===== config.mk =====
export PLATFORM = sky130hd
export DESIGN_NAME = sobel_edge_magnitude_3x3
export DESIGN_NICKNAME = d
export VERILOG_FILES = /design/src/sv/sem_pkg.sv /design/src/sv/sem_front.sv /design/src/sv/sem_queue.sv /design/src/sv/sem_back.sv /design/src/sv/sobel_edge_magnitude_3x3.sv
export SDC_FILE = /design/constraint.sdc
export NUM_CORES = 2
export LEC_CHECK = 0
export BUFFER_PORTS_ARGS = -buffer_cell sky130_fd_sc_hd__buf_2
export CAP_MARGIN = 20
export CORE_UTILIZATION = 25
export DETAILED_ROUTE_END_ITERATION = 6
export PLACE_DENSITY = 0.35
export SLEW_MARGIN = 10
export SYNTH_ARGS = -nofsm -noshare
export SYNTH_HDL_FRONTEND = slang
export SYNTH_SLANG_ARGS = --single-unit

===== constraint.sdc =====
create_clock -name aclk -period 14.97 [get_ports aclk]
set_input_delay 2.994 -clock aclk [delete_from_list [all_inputs] [get_ports aclk]]
set_output_delay 2.994 -clock aclk [all_outputs]
set_load 0.01 [all_outputs]

===== src/sv/sem_pkg.sv =====
`default_nettype none

package sem_pkg;

    localparam int PIX_W   = 8;
    localparam int CHAN_N  = 3;
    localparam int ROW_N   = 3;
    localparam int COLS_W  = PIX_W + 2;        // weighted sum of one column or row
    localparam int GRAD_W  = COLS_W + 1;       // signed difference of two sums
    localparam int SUM_W   = 21;               // gx*gx + gy*gy, at most 2080800
    localparam int MAG_W   = 11;               // floor square root, at most 1442
    localparam int BYTE_W  = 8;
    localparam int QUEUE_DEPTH_DEF = 2;

    // Highest even power of two that fits in SUM_W bits starts the root search.
    localparam logic [SUM_W-1:0] ROOT_BIT_INIT = SUM_W'(1) << (SUM_W - 1);

    // One pixel, channels blue, green, red from index 0 up.
    typedef logic [CHAN_N-1:0][PIX_W-1:0] px_t;
    // One column, rows top, middle, bottom from index 0 up.
    typedef px_t [ROW_N-1:0] col_t;
    // Squared gradient sums of the three channels.
    typedef logic [CHAN_N-1:0][SUM_W-1:0] sums_t;

    typedef enum logic [1:0] {
        BK_IDLE,
        BK_RUN,
        BK_MAX
    } back_state_t;

endpackage

`default_nettype wire


===== src/sv/sem_front.sv =====
`default_nettype none

module sem_front (
    input  wire logic           aclk,
    input  wire logic           aresetn,
    input  wire logic           in_valid,
    output logic                in_ready,
    input  wire sem_pkg::col_t  in_col,
    input  wire logic           in_row_start,
    output logic                push_valid,
    input  wire logic           push_ready,
    output sem_pkg::sums_t      push_data
);
    import sem_pkg::*;

    col_t                     left_reg;
    col_t                     mid_reg;
    logic [1:0]               fill_reg;
    logic [1:0]               fill_next;
    logic                     st_valid_reg;
    logic signed [GRAD_W-1:0] gx_reg [CHAN_N];
    logic signed [GRAD_W-1:0] gy_reg [CHAN_N];
    logic signed [GRAD_W-1:0] gx_next [CHAN_N];
    logic signed [GRAD_W-1:0] gy_next [CHAN_N];
    logic                     accept;
    logic                     produce;

    assign in_ready = !st_valid_reg || push_ready;
    assign accept   = in_valid && in_ready;

    always_comb begin
        if (in_row_start) begin
            fill_next = 2'd1;
        end else if (fill_reg != 2'd3) begin
            fill_next = fill_reg + 2'd1;
        end else begin
            fill_next = fill_reg;
        end
    end

    assign produce = (fill_next == 2'd3);

    // The new column is the right column of the window.
    always_comb begin
        logic [COLS_W-1:0] s_left, s_right, s_top, s_bot;
        for (int ch = 0; ch < CHAN_N; ch++) begin
            s_left  = COLS_W'(left_reg[0][ch]) + COLS_W'({left_reg[1][ch], 1'b0})
                    + COLS_W'(left_reg[2][ch]);
            s_right = COLS_W'(in_col[0][ch]) + COLS_W'({in_col[1][ch], 1'b0})
                    + COLS_W'(in_col[2][ch]);
            s_top   = COLS_W'(left_reg[0][ch]) + COLS_W'({mid_reg[0][ch], 1'b0})
                    + COLS_W'(in_col[0][ch]);
            s_bot   = COLS_W'(left_reg[2][ch]) + COLS_W'({mid_reg[2][ch], 1'b0})
                    + COLS_W'(in_col[2][ch]);
            gx_next[ch] = $signed({1'b0, s_left}) - $signed({1'b0, s_right});
            gy_next[ch] = $signed({1'b0, s_top}) - $signed({1'b0, s_bot});
        end
    end

    always_ff @(posedge aclk) begin
        if (!aresetn) begin
            fill_reg     <= 2'd0;
            st_valid_reg <= 1'b0;
        end else begin
            if (accept) begin
                fill_reg <= fill_next;
            end
            if (accept && produce) begin
                st_valid_reg <= 1'b1;
            end else if (push_ready) begin
                st_valid_reg <= 1'b0;
            end
        end
    end

    always_ff @(posedge aclk) begin
        if (accept) begin
            left_reg <= mid_reg;
            mid_reg  <= in_col;
        end
        if (accept && produce) begin
            for (int ch = 0; ch < CHAN_N; ch++) begin
                gx_reg[ch] <= gx_next[ch];
                gy_reg[ch] <= gy_next[ch];
            end
        end
    end

    always_comb begin
        logic signed [2*GRAD_W-1:0] sqx, sqy;
        for (int ch = 0; ch < CHAN_N; ch++) begin
            sqx = gx_reg[ch] * gx_reg[ch];
            sqy = gy_reg[ch] * gy_reg[ch];
            push_data[ch] = SUM_W'(sqx[SUM_W-1:0] + sqy[SUM_W-1:0]);
        end
    end

    assign push_valid = st_valid_reg;

endmodule

`default_nettype wire


===== src/sv/sem_queue.sv =====
`default_nettype none

module sem_queue #(
    parameter int DEPTH = sem_pkg::QUEUE_DEPTH_DEF
) (
    input  wire logic           aclk,
    input  wire logic           aresetn,
    input  wire logic           push_valid,
    output logic                push_ready,
    input  wire sem_pkg::sums_t push_data,
    output logic                pop_valid,
    input  wire logic           pop_ready,
    output sem_pkg::sums_t      pop_data
);
    import sem_pkg::*;

    localparam int PTR_W = (DEPTH > 1) ? $clog2(DEPTH) : 1;
    localparam int CNT_W = $clog2(DEPTH + 1);

    sums_t            mem [DEPTH];
    logic [PTR_W-1:0] wr_ptr_reg;
    logic [PTR_W-1:0] rd_ptr_reg;
    logic [CNT_W-1:0] count_reg;
    logic             do_push;
    logic             do_pop;

    assign push_ready = (count_reg != CNT_W'(DEPTH));
    assign pop_valid  = (count_reg != '0);
    assign do_push    = push_valid && push_ready;
    assign do_pop     = pop_valid && pop_ready;
    assign pop_data   = mem[rd_ptr_reg];

    function automatic logic [PTR_W-1:0] ptr_inc(input logic [PTR_W-1:0] p);
        return (p == PTR_W'(DEPTH - 1)) ? '0 : p + PTR_W'(1);
    endfunction

    always_ff @(posedge aclk) begin
        if (!aresetn) begin
            wr_ptr_reg <= '0;
            rd_ptr_reg <= '0;
            count_reg  <= '0;
        end else begin
            if (do_push) begin
                wr_ptr_reg <= ptr_inc(wr_ptr_reg);
            end
            if (do_pop) begin
                rd_ptr_reg <= ptr_inc(rd_ptr_reg);
            end
            if (do_push && !do_pop) begin
                count_reg <= count_reg + CNT_W'(1);
            end else if (do_pop && !do_push) begin
                count_reg <= count_reg - CNT_W'(1);
            end
        end
    end

    always_ff @(posedge aclk) begin
        if (do_push) begin
            mem[wr_ptr_reg] <= push_data;
        end
    end

endmodule

`default_nettype wire


===== src/sv/sem_back.sv =====
`default_nettype none

module sem_back (
    input  wire logic                       aclk,
    input  wire logic                       aresetn,
    input  wire logic                       pop_valid,
    output logic                            pop_ready,
    input  wire sem_pkg::sums_t             pop_data,
    output logic                            out_valid,
    input  wire logic                       out_ready,
    output logic [sem_pkg::MAG_W-1:0]       out_mag
);
    import sem_pkg::*;

    back_state_t       state_reg, state_next;
    logic [SUM_W-1:0]  rem_reg [CHAN_N];
    logic [SUM_W-1:0]  rem_next [CHAN_N];
    logic [SUM_W-1:0]  res_reg [CHAN_N];
    logic [SUM_W-1:0]  res_next [CHAN_N];
    logic [SUM_W-1:0]  bit_reg, bit_next;
    logic [MAG_W-1:0]  mag_reg, mag_next;
    logic              valid_reg, valid_next;

    always_ff @(posedge aclk) begin
        if (!aresetn) begin
            state_reg <= BK_IDLE;
            valid_reg <= 1'b0;
        end else begin
            state_reg <= state_next;
            valid_reg <= valid_next;
        end
    end

    always_ff @(posedge aclk) begin
        for (int ch = 0; ch < CHAN_N; ch++) begin
            rem_reg[ch] <= rem_next[ch];
            res_reg[ch] <= res_next[ch];
        end
        bit_reg <= bit_next;
        mag_reg <= mag_next;
    end

    // Digit-by-digit square root, two bits of the radicand per cycle, all three
    // channels side by side.
    always_comb begin
        logic [SUM_W:0]   trial;
        logic [MAG_W-1:0] best;
        state_next = state_reg;
        bit_next   = bit_reg;
        mag_next   = mag_reg;
        valid_next = valid_reg;
        pop_ready  = 1'b0;
        best       = '0;
        trial      = '0;
        for (int ch = 0; ch < CHAN_N; ch++) begin
            rem_next[ch] = rem_reg[ch];
            res_next[ch] = res_reg[ch];
        end

        if (valid_reg && out_ready) begin
            valid_next = 1'b0;
        end

        case (state_reg)
            BK_IDLE: begin
                if (pop_valid) begin
                    pop_ready = 1'b1;
                    for (int ch = 0; ch < CHAN_N; ch++) begin
                        rem_next[ch] = pop_data[ch];
                        res_next[ch] = '0;
                    end
                    bit_next   = ROOT_BIT_INIT;
                    state_next = BK_RUN;
                end
            end
            BK_RUN: begin
                for (int ch = 0; ch < CHAN_N; ch++) begin
                    trial = {1'b0, res_reg[ch]} + {1'b0, bit_reg};
                    if ({1'b0, rem_reg[ch]} >= trial) begin
                        rem_next[ch] = rem_reg[ch] - trial[SUM_W-1:0];
                        res_next[ch] = (res_reg[ch] >> 1) + bit_reg;
                    end else begin
                        res_next[ch] = res_reg[ch] >> 1;
                    end
                end
                bit_next = bit_reg >> 2;
                if (bit_reg[0]) begin
                    state_next = BK_MAX;
                end
            end
            BK_MAX: begin
                if (!valid_reg || out_ready) begin
                    for (int ch = 0; ch < CHAN_N; ch++) begin
                        if (res_reg[ch][MAG_W-1:0] > best) begin
                            best = res_reg[ch][MAG_W-1:0];
                        end
                    end
                    mag_next   = best;
                    valid_next = 1'b1;
                    state_next = BK_IDLE;
                end
            end
            default: begin
                state_next = BK_IDLE;
            end
        endcase
    end

    assign out_valid = valid_reg;
    assign out_mag   = mag_reg;

endmodule

`default_nettype wire


===== src/sv/sobel_edge_magnitude_3x3.sv =====
// Sobel edge magnitude over a sliding 3x3 window of RGB pixels.
// The s_ channel takes one column of three pixels (top, middle, bottom) per
// request; s_tuser marks the first column of a row. From the third column of a
// row on, every column yields one request on the m_ channel carrying the
// largest per-channel floor(sqrt(gx*gx + gy*gy)) and its low byte.
// Columns that yield no result are taken one per cycle while the gradient
// stage or the queue has room. A result is registered in the gradient stage
// when its column is taken and enters the queue when the queue has room; the
// square-root unit then loads it, runs 11 root steps of two bits each and
// picks the maximum, taking no new result until the last one is in the output
// register, so the sustained rate is set by that shared iterative square-root unit.
// A stalled m_tready holds the result in the output register; the queue then
// fills and s_tready drops once the gradient stage is also full.
// Reset (aresetn low, synchronous) empties the queue and the unit and
// restarts the column count, so three new columns are needed before the next result.
`default_nettype none

module sobel_edge_magnitude_3x3 #(
    parameter int QUEUE_DEPTH = sem_pkg::QUEUE_DEPTH_DEF
) (
    input  wire logic        aclk,
    input  wire logic        aresetn,
    input  wire logic        s_tvalid,
    output logic             s_tready,
    // top_blue, top_green, top_red, mid_blue, mid_green, mid_red,
    // bot_blue, bot_green, bot_red, 8 bits each from the lowest bit up
    input  wire logic [71:0] s_tdata,
    // row_start
    input  wire logic        s_tuser,
    output logic             m_tvalid,
    input  wire logic        m_tready,
    // edge_magnitude [10:0], edge_byte [18:11], zero fill [23:19]
    output logic [23:0]      m_tdata
);
    import sem_pkg::*;

    col_t             in_col;
    logic             push_valid;
    logic             push_ready;
    sums_t            push_data;
    logic             pop_valid;
    logic             pop_ready;
    sums_t            pop_data;
    logic [MAG_W-1:0] mag;

    always_comb begin
        for (int r = 0; r < ROW_N; r++) begin
            for (int ch = 0; ch < CHAN_N; ch++) begin
                in_col[r][ch] = s_tdata[(r*CHAN_N + ch)*PIX_W +: PIX_W];
            end
        end
    end

    sem_front u_front (
        .aclk         (aclk),
        .aresetn      (aresetn),
        .in_valid     (s_tvalid),
        .in_ready     (s_tready),
        .in_col       (in_col),
        .in_row_start (s_tuser),
        .push_valid   (push_valid),
        .push_ready   (push_ready),
        .push_data    (push_data)
    );

    sem_queue #(
        .DEPTH (QUEUE_DEPTH)
    ) u_queue (
        .aclk       (aclk),
        .aresetn    (aresetn),
        .push_valid (push_valid),
        .push_ready (push_ready),
        .push_data  (push_data),
        .pop_valid  (pop_valid),
        .pop_ready  (pop_ready),
        .pop_data   (pop_data)
    );

    sem_back u_back (
        .aclk      (aclk),
        .aresetn   (aresetn),
        .pop_valid (pop_valid),
        .pop_ready (pop_ready),
        .pop_data  (pop_data),
        .out_valid (m_tvalid),
        .out_ready (m_tready),
        .out_mag   (mag)
    );

    assign m_tdata = {5'b0, mag[BYTE_W-1:0], mag};

endmodule

`default_nettype wire

; Word level (Yosys, flattened, before mapping)
; Memory sizes are Yosys's and may differ from the RTL's. A register that Yosys moved wholly into a read port is not among the register bits.
; Cells that the tools add are included.
[word_totals]
mem_bits_rw = 318
output_inout_bits = 26
n_memories = 5
elab_cells = 162
ff_bits = 186
[op_classes]
n_mul = 6
n_mux = 42
reduce_logical = 21
order_cmp = 6
n_eq_ne = 8
add_sub_neg = 47
[mem_list]
columns = memory, words, width, read_ports, rd_ports_with_merged_regs, wr, line
row1 = u_queue.mem, 2, 63, 1, 1, 1, sem_queue.sv:20  ; sums_t mem [DEPTH];
row2 = u_back.rem_reg, 3, 21, 3, 0, 3, sem_back.sv:16  ; logic [SUM_W-1:0] rem_reg [CHAN_N];
row3 = u_back.res_reg, 3, 21, 3, 0, 3, sem_back.sv:18  ; logic [SUM_W-1:0] res_reg [CHAN_N];
row4 = u_front.gx_reg, 3, 11, 3, 0, 3, sem_front.sv:21  ; logic signed [GRAD_W-1:0] gx_reg [CHAN_N];
row5 = u_front.gy_reg, 3, 11, 3, 0, 3, sem_front.sv:22  ; logic signed [GRAD_W-1:0] gy_reg [CHAN_N];
[op_table]
columns = operator, count
row1 = $pmux 63 s2, 2
row2 = $mux 21, 7
row3 = $mul 11x11->21, 6
row4 = $mux 63, 2
row5 = $add 10x8->10, 12
row6 = $add 8x9->10, 12
row7 = $mux 11, 7
row8 = $add 21x21->22, 3
row9 = $ge 21x22->1, 3
row10 = $sub 10x10->11, 6
row11 = $add 20x21->21, 3
row12 = $add 21x21->21, 3
row13 = $sub 21x21->21, 3
row14 = $pmux 21 s2, 1
row15 = $gt 11x11->1, 2
row16 = $mux 1, 15
row17 = $mux 2, 7
row18 = $gt 11x1->1 const B, 1
row19 = $reduce_bool 2->1, 4
row20 = $logic_and 1x1->1, 7
row21 = $ne 2x2->1 const B, 3
row22 = $pmux 2 s3, 1
row23 = $add 2x1->2 const B, 2
row24 = $eq 2x2->1 const B, 2
row25 = 9 further kinds, 16

; Logic depth before layout (Yosys ltp)
; An unclocked memory read counts as a cell.
[depth]
ltp_word = 11
ltp_mapped = 26
ltp_nobuf = 25

; Modules after synthesis
; Synthesis repeated with hierarchy kept, for this count alone.
[hier_totals]
cells_unflattened = 5167
area_unflattened_um2 = 55647.1
[by_module_without_submodules]
columns = mod, n_inst, cells_per_inst, area_each_um2
row1 = sem_front, 1, 3465, 37344.6
row2 = sem_back, 1, 1468, 13430.4
row3 = sem_queue, 1, 220, 4770.8
row4 = sobel_edge_magnitude_3x3, 1, 14, 101.3

; Least setup slack after synthesis
; No wires, ideal clock.
[synth_path]
kind = input to register
from = in s_tvalid
to = mem u_front.gx_reg[0][0] (netlist bit), enable pin
setup_ns = 0.420
slack_ns = 5.014
stages = 4
arrival_time_ns = 9.536
path_buffers = 0
path_cell_list = and2_0 > nor2b_1 > nand2_1 > inv_1
[synth_lines]
columns = item, line
row1 = "start, declared", sobel_edge_magnitude_3x3.sv:23  ; input wire logic s_tvalid,
row2 = "end, declared", sem_front.sv:21

==> flow_metrics.py <==
metrics = {
    "outcome": {
        "status": "finished clean",
    },
    "route": {
        "ant_nets": 0,
        "via_per_inst": 4.101,
        "drc": 0,
        "drt_wl_total_mm": 133.1,
        "dr_total_vias": 33820,
        "drtPass1Iterations": 7,
        "wl_per_cell_um": 16.14,
        "drt_first_iter_violations": 1296,
    },
    "setup_path": {
        "cpMaxStageDelayCell": "edfxtp_1",
        "worstPathCellList": "nand2_1, fa_1, fa_1, fa_1, fa_1, fa_1, inv_1, fa_1, fa_1, ha_1, and2_1, a311oi_1, a211oi_1, a2111oi_0, nor4b_1, o21a_1, o21ai_0, mux2i_1, nand2_1",
        "r2r-start": "u_front.gx_reg[0][4]$_DFFE_PP_",
        "worst-r2r-setup-slack_ns": 7.58,
        "cp_common_cell": "fa_1",
        "worstSetupPathType": "register to register",
        "critPathLaunchType": "register",
        "crit_arrival_ns": 7.78,
        "reg2reg_depth": 19,
        "cpPeakStageDelay_ns": 0.64,
        "critPathMaxFanout": 13,
        "required_ns": 15.36,
        "r2r_end": "u_queue.mem[0][19]$_DFFE_PP_",
        "crit_path_end_kind": "register",
    },
    "cts": {
        "cts_max_path_buffers": 3,
        "h-tree-depth": 3,
        "cts_root_buffer": "clkbuf_16",
        "hold_buffers": 0,
        "clock-sinks": 495,
        "cts_tree": "yes",
        "clk_pin_slew_ns": 0.06,
        "cts_buffers": 71,
        "postCtsResizedCells": 0,
        "clk_latency_ns": 0.69,
        "cts_setup_buffers": 0,
    },
    "timing": {
        "rsz0062_at_grt": "no",
        "setup_viol": 0,
        "slew_viol_final": 0,
        "tightest_slew_ns": 1.018,
        "tns_ns": 0,
        "fmax_ghz": 0.1354,
        "layout_min_cycle_time_ns": 7.386,
        "skew_ns": 0.04087,
        "hold_violations": 0,
        "period_share_pct": 49.34,
        "maxSlewHeadroom_pct": 31.97,
    },
    "global_route": {
        "gr-usage-all-layers_pct": 12.25,
        "grt_max_degree": 63,
        "antenna_found_initial": 6,
        "grt_first_pass_wirelength_mm": 213.2,
        "gr-total-overflow": 0,
        "grt_pass1_vias": 36750,
    },
    "die": {
        "ios": 103,
        "core_um2": 219700,
        "die_w_um": 472.3,
        "initial_utilization_pct": 25.17,
        "die_area_um2": 223100,
        "fp.dieH_um": 472.3,
        "rows": 172,
    },
    "logic_synthesis": {
        "ys_seq_area_share_pct": 26.68,
        "async_flop_share_pct": 0,
        "syn_inst": 5161,
        "synth_top_area_cell": "fa_1",
        "netlist_top_cells_area": "fa_1 (31%), edfxtp_1 (26%), ha_1 (11%)",
        "postSynthAreaPerCell_um2": 10.72,
        "synth_top_area_share_pct": 31.17,
        "yosysWarnings": 0,
        "synth_edf_count": 484,
        "syn_area_um2": 55300,
        "synth-seq-cells": 495,
        "ys.flop_type": "edfxtp_1",
        "yosys.cell_types.count": 76,
    },
    "place": {
        "dp_hpwl_mm": 110.0,
        "dpl.cell_count": 8117,
        "numPortBuffers": 97,
        "place.gp.congestion": 0.7831,
    },
    "layout": {
        "nets": 6639,
        "layout_commonest_cell": "inv_1",
        "final_cells": 8247,
        "layout_common_cells": "inv_1 (1189), fa_1 (861), edfxtp_1 (484)",
        "drive_above_1_share_pct": 5.599,
        "largest_reg_flops": 126,
        "layout-area-overhead-vs-synth_pct": 11.29,
    },
    "worst_hold_path": {
        "hold_path_depth": 0,
        "min-delay-start": "u_front.mid_reg[42]$_DFFE_PP_",
        "hp-class": "register to register",
        "whs_endpoint": "u_front.left_reg[42]$_DFFE_PP_",
    },
    "run": {
        "maxCapViolations": 0,
    },
}
layout make-up:
class | count | area, um^2
fillers | 23110 | 158200
multi-input cells | 3351 | 35580
flip-flops and latches | 495 | 14760
inverters | 1191 | 4473
well taps | 2958 | 3701
clock buffers | 84 | 1898
repair buffers | 123 | 688.2
clock inverters | 43 | 437.9
diodes | 2 | 5.005
per-layer routing:
metal | vias up | part of all wire, % | routed length [um] | global-route usage [%]
met5 | - | 0.0068 | 9 | 0
met4 | 2 | 1.4 | 1906 | 2.517
met2 | 349 | 45 | 59900 | 19.33
met3 | 92 | 2.7 | 3617 | 1.445
li1 | 16550 | - | - | -
met1 | 16830 | 51 | 67710 | 17.87
worst max-delay path: cells and delay by family (launching register included):
kind	cells	cell delay (ns)
compound gates	5	1.79
buf+inv	1	0.05
flops	1	0.64
mux	1	0.20
fa+ha+maj	8	3.89
simple gates	4	0.55
cell usage after synthesis, types with 15 or more instances:
master	instances
inv_1	1191
fa_1	861
edfxtp_1	484
ha_1	468
nand2_1	336
xnor2_1	213
nor2_1	197
a21oi_1	186
and2_1	152
o21ai_0	132
xor2_1	100
clkbuf_1	97
nor2b_1	91
mux2i_1	77
a21o_1	51
o21bai_1	44
a31oi_1	41
a211oi_1	40
nand2b_1	40
nor3_1	40
nand3_1	36
or3_1	32
o21a_1	24
a31o_2	21
and3_1	16
buf_4	15
metrics by stage:
| stage | area [um^2] | setup slack (ns) | util [%] | hold WS, ns |
|---|---|---|---|---|
| 4_1_cts | 61530 | 7.438 | 28.00 | 0.4191 |
| 6_report | 61550 | 7.584 | 28.01 | 0.4170 |
| 3_5_place_dp | 59190 | 7.451 | 26.94 | 0.4052 |
| 2_1_floorplan | 55320 | 5.014 | - | 0.4003 |
| 5_1_grt | 61540 | 7.095 | 28.01 | 0.4235 |
| 3_3_place_gp | 59190 | 7.506 | 26.94 | 0.4011 |
worst max path at each step:
stage                                               start                        endpoint  depth (start not counted)
after floorplan                                  s_tvalid  u_front.gx_reg[0][0]$_DFFE_PP_                          4
after detailed placement  u_front.gy_reg[0][10]$_DFFE_PP_    u_queue.mem[0][19]$_DFFE_PP_                         22
final                      u_front.gx_reg[0][4]$_DFFE_PP_    u_queue.mem[0][19]$_DFFE_PP_                         19
after global placement    u_front.gy_reg[0][10]$_DFFE_PP_    u_queue.mem[0][19]$_DFFE_PP_                         22
after CTS                  u_front.gx_reg[0][4]$_DFFE_PP_    u_queue.mem[1][19]$_DFFE_PP_                         19
after global routing      u_front.gy_reg[0][10]$_DFFE_PP_    u_queue.mem[0][19]$_DFFE_PP_                         22
logic make-up after synthesis:
logic type / Yosys count / synth area share (%)
multiplexers: 90 / 1.658
AO/OA/AOI/OAI: 622 / 7.129
AND/OR/NAND/NOR: 992 / 8.742
XOR/XNOR: 313 / 4.957
buffers and inverters: 1319 / 9.072
other: 1 / 0.006781
flip-flops: 495 / 26.68
adder cells (fa/ha/maj): 1329 / 41.76
Power is not shown: default switching activity piles up to over one toggle a cycle in this logic, so the estimate is an artifact.
